### src/rtl/core/acpc_pkg.sv
// Shared constants, codes and types for the Aho-Corasick pattern counter.
// Used by the shared add unit and the top level; no dependencies.
`default_nettype none
package acpc_pkg;

    localparam int NODE_CAP  = 65536;
    localparam int NODE_W    = $clog2(NODE_CAP);
    localparam int TOTAL_W   = NODE_W + 1;
    localparam int ALPHA     = 26;
    localparam int SYM_W     = $clog2(ALPHA);
    localparam int GOTO_AW   = NODE_W + SYM_W;
    localparam int COUNT_W   = 16;
    localparam logic [7:0] FIRST_SYM = 8'h61;

    // operation codes
    localparam logic [2:0] OP_PAT_CHAR = 3'd0;
    localparam logic [2:0] OP_PAT_END  = 3'd1;
    localparam logic [2:0] OP_BUILD    = 3'd2;
    localparam logic [2:0] OP_TXT_CHAR = 3'd3;
    localparam logic [2:0] OP_TXT_END  = 3'd4;

    typedef enum logic [1:0] {
        ST_OK    = 2'd0,
        ST_FULL  = 2'd1,
        ST_BAD   = 2'd2,
        ST_ORDER = 2'd3
    } status_t;

    // request to the shared adder
    typedef struct packed {
        logic [TOTAL_W-1:0] a;
        logic [TOTAL_W-1:0] b;
        logic               sat;
    } add_req_t;

endpackage
`default_nettype wire

### src/rtl/core/acpc_add.sv
// Shared adder: plain add, or add saturating at the count maximum.
// Depends on acpc_pkg.
`default_nettype none
module acpc_add
    import acpc_pkg::*;
(
    input  wire add_req_t           req,
    output logic [TOTAL_W-1:0]      sum
);

    logic [TOTAL_W:0] full;

    always_comb begin
        full = {1'b0, req.a} + {1'b0, req.b};
        if (req.sat && (full > (TOTAL_W+1)'({COUNT_W{1'b1}}))) begin
            sum = TOTAL_W'({COUNT_W{1'b1}});
        end else begin
            sum = full[TOTAL_W-1:0];
        end
    end

endmodule
`default_nettype wire
### config.mk
export PLATFORM = sky130hd
export DESIGN_NAME = acpc_add
export DESIGN_NICKNAME = d
export VERILOG_FILES = /design/src/rtl/core/acpc_pkg.sv /design/src/rtl/core/acpc_add.sv
export SDC_FILE = /design/constraint.sdc
export NUM_CORES = 1
export LEC_CHECK = 0
export ABC_AREA = 0
export BUFFER_PORTS_ARGS = -buffer_cell sky130_fd_sc_hd__buf_2
export CAP_MARGIN = 0
export CORE_MARGIN = 1.5
export CORE_UTILIZATION = 44
export DETAILED_ROUTE_END_ITERATION = 8
export PLACE_DENSITY = 0.93
export REMOVE_ABC_BUFFERS = 1
export SYNTH_ARGS = -nofsm -noshare
export SYNTH_HDL_FRONTEND = slang
export SYNTH_SLANG_ARGS = --single-unit
### constraint.sdc
create_clock -name vclk -period 1.73
set_input_delay 0 -clock vclk [all_inputs]
set_output_delay 0 -clock vclk [all_outputs]
set_load 0.1 [all_outputs]
==> results.cfg, run 1 <==
[synth]
syn-mean-instance-area_um2 = 7.51
synthAdderAreaFrac_pct = 22.5
synth_largest_area_cell = ha_1
synth_top_family_by_area = compound AO/OA/AOI/OAI gates
ys_types = 42
ys_seq_area_share_pct = 0
synth.area.mux_share_pct = 0
synthSimpleGateAreaFrac_pct = 29.6
synth_compound_area_share_pct = 35.1
syn-cell-area_mm2 = 0.00104
syn_inst = 138
ys_warn_count = 0
synth_xor_area_share_pct = 7.61
synth.area.top_cells = ha_1 21%, nand3_2 9.7%, a21oi_1 4.8%
yosysTopAreaCellShare_pct = 20.5

[placement]
place_area_mm2 = 0.00193
dp_hpwl_um = 3830
place_inst = 265
gp_congestion = 0.918
io_buffers = 52

[die]
die_y_um = 51.5
die_w_um = 51.5
ios = 52
start_util_pct = 46.8
rows = 17

[status]
haltStage = 4_1_cts
run_status = stopped before the end
stop_error = [ERROR DPL-0038] Utilization greater than 100%, impossible to legalize

[clock_tree]
cts_setup_buffers = 7
cts_resized = 42
ctsHoldBuffers = 0
Yosys cell counts (2+ instances only):
cell / instances
ha_1: 17
o21a_1: 3
nor2_1: 10
nand3_1: 4
xnor2_1: 4
a21boi_0: 2
a21oi_1: 10
and3_1: 2
a21oi_2: 2
and2_1: 3
o211ai_1: 5
xor2_1: 5
nand2_1: 11
o21ai_0: 8
nand3_2: 10
a31oi_1: 3
buf_6: 2
nor3_1: 3
nor2b_1: 2
inv_1: 7
a21o_1: 4
logic make-up after synthesis:
| kind of cell | count (synthesis) |
|---|---|
| and+or+nand+nor | 51 |
| adders and majority gates | 18 |
| xor gates and xnor gates | 9 |
| AOI/OAI and AO/OA | 50 |
| buffers and inverters | 10 |
per-stage QoR:
stage | utilization (%) | worst slack, ns | hold WS (ns)
detailed placement | 87.4 | -0.533 | 0.396
global placement | 87.4 | -0.376 | 0.377
floorplan | - | -1.57 | 0.335
==> run 2: changes to the inputs <==
CORE_AREA = 2 2 63 65   (was not set)
CORE_MARGIN = not set   (was 1.5)
CORE_UTILIZATION = not set   (was 44)
DIE_AREA = 0 0 65 67   (was not set)
PLACE_DENSITY = not set   (was 0.93)
PLACE_DENSITY_LB_ADDON = 0.15   (was not set)
clock period = 2.2 ns   (was 1.73 ns; I/O delays follow)
==> results.cfg, run 2 <==
[placement]
io_buffers = 52
place_area_mm2 = 0.00171
gp_congestion = 0.815
place_ws_ns = -0.0578
dp_hpwl_um = 2630

[detailed_routing]
routed-via-count = 1295
detail_route.wl_per_cell_um = 13.1
dr.pass1.iters = 6
wl_um = 3310
drt-initial-drc-count = 64
viasPerCell = 5.14
antenna_left = 0
drc = 0

[die]
die_y_um = 67
ios = 52
die_w_um = 65
start_util_pct = 28.7
rows = 22
core-area_mm2 = 0.00361
die-area_mm2 = 0.00436

[sta]
relSlewSlack_pct = 72.2
fin_ws_ns = 0.0774
fmax_ghz = 0.471
drv_slew = 0
worstMarginPinSlew_ns = 0.416
setup_viol = 0
finalHoldViolCount = 0
period_share_pct = 96.5
post-route-min-period_ns = 2.12

[grt]
grtUsageTotal_pct = 14.4
grt_max_degree = 17
grt_pass1_wl_um = 5280
antenna_found_initial = 0
grt_pass1_vias = 1255
grt.overflow.total = 0

[synth]
synth.area.top_cells = ha_1 21%, nand3_2 9.7%, a21oi_1 4.8%
yosysTopAreaCellShare_pct = 20.5
synth.area.mux_share_pct = 0
synthSimpleGateAreaFrac_pct = 29.6
synth_top_family_by_area = compound AO/OA/AOI/OAI gates
syn_inst = 138
ys_types = 42
synthTopCellsByCount = 17 x ha_1, 11 x nand2_1, 10 x a21oi_1, 10 x nand3_2, 10 x nor2_1
ys_warn_count = 0
syn-mean-instance-area_um2 = 7.51
synth_largest_area_cell = ha_1
synth_xor_area_share_pct = 7.61
ys_seq_area_share_pct = 0
synthAdderAreaFrac_pct = 22.5
synth.most_common_cell = ha_1
synth_compound_area_share_pct = 35.1
syn-cell-area_mm2 = 0.00104

[min_path]
hold_class = primary input to primary output
min_path_cells = 3

[cells_and_area]
fin_area_mm2 = 0.00185
synthToLayoutAreaGrowth_pct = 78.6
final_cell_mix = 35 x buf_2, 18 x buf_12, 15 x ha_1
seq_cell_count = 0
fillers = 360
multi_input_area_mm2 = 0.00107
nets = 259
drive_gt1_share_pct = 48.0
clkbuf_count = 0
regArea_um2 = 0
n_antenna_cell = 0
mostFrequentLayoutCell = buf_2

[status]
run_status = complete, no violations

[setup_path]
crit_path_start_kind = primary input
cp.required_ns = 2.20
cp_max_fo = 8
worstPathArrival_ns = 2.12
path_class = primary input to primary output
endpoint_kind = primary output

[pwr]
p_total_w = 0.00112
p_leak_nw = 0.858
irDropWorstVdd_v = 0.000271
powerDensity_mw_per_mm2 = 605

[job]
cap_viol_max_count = 0
-- run 2: cell counts after synthesis --
No cell type changed its count.
-- run 2: worst paths after layout --
check / start / endpoint / slack [ns]
worst max-delay path: req[1] / sum[5] / 0.08
worst min-delay path: req[0] / sum[16] / 0.43
-- run 2: per-layer routing --
| layer | global-route usage, % | up-vias | routed length [um] |
|---|---|---|---|
| li1 | - | 657 | - |
| met4 | 0.532 | 0 | 12 |
| met5 | 0 | - | 0 |
| met2 | 27.8 | 40 | 1690 |
| met1 | 18.4 | 596 | 1460 |
| met3 | 0.676 | 2 | 140 |
-- run 2: per-stage QoR --
stage,TNS [ns],util (%),instances,hold WS [ns]
after floorplan,-7.51,-,135,0.335
final,0,51.3,252,0.433
after detailed placement,-0.234,47.5,249,0.387
after global routing,-0.0199,51.3,252,0.447
after CTS,0,47.6,249,0.392
after global placement,-0.0211,47.5,249,0.380
-- run 2: cell type report --
cell class	instances	area share (%)
inverter	7	1.42
tap	48	3.25
timing repair buffer	69	37.5
multi-input combinational	128	57.8
-- run 2: repair_timing --
item,CTS,global route
setup buffers,0,2
pin swaps,0,6
cloned,0,1
resized for setup,1,18
endpoints found under the setup margin,6,12
hold buffers,0,0
-- run 2: kinds of logic after synthesis --
group           Yosys count
compound gates           50
xor+xnor                  9
buf+inv                  10
fa+ha+maj                18
simple gates             51
-- run 2: worst max-delay path, cell delays in order --
cell	delay [ns]
buf_2	0.10
ha_4	0.13
inv_2	0.04
fa_2	0.38
nor2b_4	0.15
o31ai_4	0.07
a21oi_2	0.20
buf_4	0.15
a31oi_2	0.11
o211ai_4	0.27
buf_12	0.17
o211ai_1	0.13
clkbuf_16	0.23
-- run 2: where the power goes --
group	internal (W)	switching [W]	leakage, nW
combinational	0.000431	0.000689	0.858
clock	0	0	0
sequential	0	0	0
Note: power is estimated with default switching activity, not from simulation.
==> run 3: changes to the inputs <==
CELL_PAD_IN_SITES_DETAIL_PLACEMENT = 1   (was not set)
CELL_PAD_IN_SITES_GLOBAL_PLACEMENT = 2   (was not set)
CORE_AREA = not set   (was 2 2 63 65)
CORE_MARGIN = 1.5   (was not set)
CORE_UTILIZATION = 25   (was not set)
DIE_AREA = not set   (was 0 0 65 67)
==> results.cfg, run 3 (same netlist as run 2, synthesis figures left out) <==
[grt]
grt.overflow.total = 0
grtUsageTotal_pct = 16.8
grt_pass1_wl_um = 6140
grt_pass1_vias = 1332
antenna_found_initial = 0
grt_max_degree = 9

[sta]
period_share_pct = 98.0
finalHoldViolCount = 0
relSlewSlack_pct = 75.3
fin_setup_tns_ns = 0
worstMarginPinSlew_ns = 0.368
post-route-min-period_ns = 2.16
setup_viol = 0
fmax_ghz = 0.464
rsz0062_at_grt = yes
drv_slew = 0
fin_ws_ns = 0.0438

[pwr]
comb_power_share_pct = 100.0
p_clk_share_pct = 0
irDropWorstVdd_v = 0.000288
p_leak_nw = 0.904
power.switching_w = 0.000711
power.internal_w = 0.000456
powerDensity_mw_per_mm2 = 595
seqPwrFrac_pct = 0
p_sw_share_pct = 60.9

[die]
start_util_pct = 25.9
die_w_um = 67.4
ios = 52
core-area_mm2 = 0.00400
die-area_mm2 = 0.00454
rows = 23
die_y_um = 67.4

[detailed_routing]
drc = 0
routed-via-count = 1341
drt-initial-drc-count = 42
dr.pass1.iters = 4
viasPerCell = 5.10
detail_route.wl_per_cell_um = 15.3
wl_um = 4010
antenna_left = 0

[job]
cap_viol_max_count = 0

[placement]
place_ws_ns = -0.0734
dp_hpwl_um = 3210
io_buffers = 52
gp_congestion = 0.859

[cells_and_area]
drive_gt1_share_pct = 52.1
clkbuf_count = 0
n_antenna_cell = 0
final_cell_mix = 33 x buf_2, 21 x buf_4, 15 x buf_12
synthToLayoutAreaGrowth_pct = 89.1
mostFrequentLayoutCell = buf_2
nets = 268
regArea_um2 = 0
seq_cell_count = 0

[setup_path]
cp.required_ns = 2.20
endpoint_kind = primary output
worstPathArrival_ns = 2.16
cp_max_fo = 7
path_class = primary input to primary output
crit_path_start_kind = primary input

[status]
run_status = complete, no violations

[clock_tree]
ctsHoldBuffers = 0

[min_path]
hold_class = primary input to primary output
## run 3: changes by cell type in the layout (fill, tap and decap cells not counted), moves of 2 or more
cell    before  now
buf_4       13   21
buf_12      18   15
buf_6        1    6
buf_2       35   33
## run 3: area by class of cell
type               instances  area (um2)
repair buffers            78         756
fillers                  480        2040
well taps                 50        62.6
inverters                  7        26.3
multi-input cells        128        1110
## run 3: per-layer routing
metal / global-route usage, % / vias to the layer above / part of all wire (%)
met5: 0 / - / 0
met4: 0 / 0 / 0
met3: 0.333 / 0 / 3.2
met2: 31.9 / 36 / 53
met1: 22.4 / 633 / 43
li1: - / 672 / -
## run 3: path summary, 6_finish.rpt
path / from / endpoint / depth (start not counted)
max: req[12] / sum[3] / 11
min: req[0] / sum[16] / 3
## run 3: per-stage QoR
step | power, W | hold WS (ns) | utilization, % | instance area, um2 | instances
6_report | 0.00117 | 0.451 | 49.0 | 1960 | 263
5_1_grt | 0.00122 | 0.470 | 49.0 | 1960 | 263
4_1_cts | 0.00108 | 0.393 | 42.4 | 1690 | 251
3_5_place_dp | 0.00108 | 0.395 | 42.3 | 1690 | 251
3_3_place_gp | 0.00106 | 0.390 | 42.3 | 1690 | 251
2_1_floorplan | 0.000684 | 0.335 | - | 1010 | 135
## run 3: what timing repair did
item | 4_1_cts | 5_1_grt
buffers inserted | 0 | 12
setup endpoints to repair | 13 | 17
resized for setup | 1 | 37
pin swaps | 1 | 13
## run 3: critical path: stages
cell	delay, ns
buf_2	0.10
ha_1	0.30
a21o_1	0.20
o21bai_2	0.22
a22o_4	0.25
a311o_2	0.39
o211ai_4	0.15
buf_6	0.17
buf_4	0.11
nand3_2	0.08
buf_12	0.18
## run 3: power by group through the flow
stage | combinational (W) | sequential [W] | clock [W]
floorplan | 0.000684 | 0 | 0
finish | 0.00117 | 0 | 0
CTS | 0.00108 | 0 | 0
global placement | 0.00106 | 0 | 0
global route | 0.00122 | 0 | 0
detailed placement | 0.00108 | 0 | 0
==> run 4: changes to the inputs <==
PLACE_DENSITY = 0.82   (was not set)
PLACE_DENSITY_LB_ADDON = not set   (was 0.15)
==> results.cfg, run 4 (same netlist as run 2, synthesis figures left out) <==
[status]
run_status = complete, no violations

[die]
die_w_um = 67.4
die_y_um = 67.4
rows = 23
die-area_mm2 = 0.00454
start_util_pct = 25.9
core-area_mm2 = 0.00400
ios = 52

[setup_path]
path_class = primary input to primary output
cp_top_family = compound AO/OA/AOI/OAI gates
cp_max_fo = 5
slowest_delay_ns = 0.39
endpoint_kind = primary output
cp.required_ns = 2.20
crit_buf_inv = 3
cp_cell_sequence = buf_2 > ha_1 > a21o_1 > o21bai_1 > a22o_1 > a311o_2 > o211ai_4 > buf_6 > o211ai_1 > clkbuf_16
worstPathArrival_ns = 2.14
crit_path_start_kind = primary input
crit_slowest_cell = a311o_2

[pwr]
power.internal_w = 0.000449
seqPwrFrac_pct = 0
p_leak_nw = 0.886
comb_power_share_pct = 100.0
p_clk_share_pct = 0
p_sw_share_pct = 61.2
powerDensity_mw_per_mm2 = 602
power.switching_w = 0.000707
irDropWorstVdd_v = 0.000263

[grt]
grt_pass1_vias = 1351
grtUsageTotal_pct = 17.2
grt_pass1_wl_um = 6250
grt.overflow.total = 0
grt_max_degree = 12
antenna_found_initial = 0

[sta]
finalHoldViolCount = 0
fmax_ghz = 0.468
holdWs_ns = 0.428
relSlewSlack_pct = 76.0
worstMarginPinSlew_ns = 0.359
post-route-min-period_ns = 2.14
drv_slew = 0
fin_ws_ns = 0.0622
fin_setup_tns_ns = 0
period_share_pct = 97.2
setup_viol = 0

[min_path]
hold_class = primary input to primary output

[cells_and_area]
finalNonFillerCells = 260
clkbuf_count = 0
synthToLayoutAreaGrowth_pct = 85.5
regArea_um2 = 0
fin_util_pct = 48.0
mostFrequentLayoutCell = buf_2
nets = 265
fillers = 483
drive_gt1_share_pct = 50.0
n_antenna_cell = 0
final_cell_mix = 35 x buf_2, 18 x buf_4, 16 x buf_12
seq_cell_count = 0

[placement]
io_buffers = 52
dp_hpwl_um = 3170
gp_congestion = 0.800
place_ws_ns = -0.123
place_inst = 251

[detailed_routing]
drc = 0
routed-via-count = 1352
dr.pass1.iters = 4
antenna_left = 0
drt-initial-drc-count = 33
detail_route.wl_per_cell_um = 15.4
viasPerCell = 5.20
wl_um = 4010

[job]
cap_viol_max_count = 0
run 4: power by group through the flow:
| stage | Sequential, W | Clock [W] | Combinational [W] |
|---|---|---|---|
| 2_1_floorplan | 0 | 0 | 0.000684 |
| 3_3_place_gp | 0 | 0 | 0.00106 |
| 3_5_place_dp | 0 | 0 | 0.00108 |
| 4_1_cts | 0 | 0 | 0.00109 |
| 5_1_grt | 0 | 0 | 0.00121 |
| 6_report | 0 | 0 | 0.00116 |
run 4: final cells by class:
cell class / instances / area, um2 / area share (%)
inverter: 7 / 26.3 / 1.37
multi-input combinational: 128 / 1090 / 56.9
tap: 50 / 62.6 / 3.26
timing repair buffer: 75 / 739 / 38.5
run 4: tightest hold or removal path, stage by stage:
cell    delay [ns]
buf_2         0.16
nor2_1        0.10
buf_12        0.17
run 4: path summary, 6_finish.rpt:
| kind | from | end | slack [ns] | depth (start not counted) |
|---|---|---|---|---|
| min | req[0] | sum[16] | 0.43 | 3 |
| max | req[12] | sum[11] | 0.06 | 10 |
run 4: repair_timing:
item,in CTS,in global routing
setup buffers,0,8
setup endpoints to repair,6,7
pin swaps,2,9
gates resized for setup,5,22
hold buffers,0,0
cloned,0,1
run 4: per-layer routing:
layer / vias to the layer above / GRT usage, % / wire length, um
met2: 28 / 31.6 / 2110
li1: 667 / - / -
met1: 655 / 23.3 / 1750
met5: - / 0 / 0
met4: 0 / 0.765 / 22
met3: 2 / 0.667 / 131
run 4: stage by stage:
stage | total power (W) | area, um2
2_1_floorplan | 0.000684 | 1010
6_report | 0.00116 | 1920
5_1_grt | 0.00121 | 1920
3_3_place_gp | 0.00106 | 1700
3_5_place_dp | 0.00108 | 1700
4_1_cts | 0.00109 | 1720
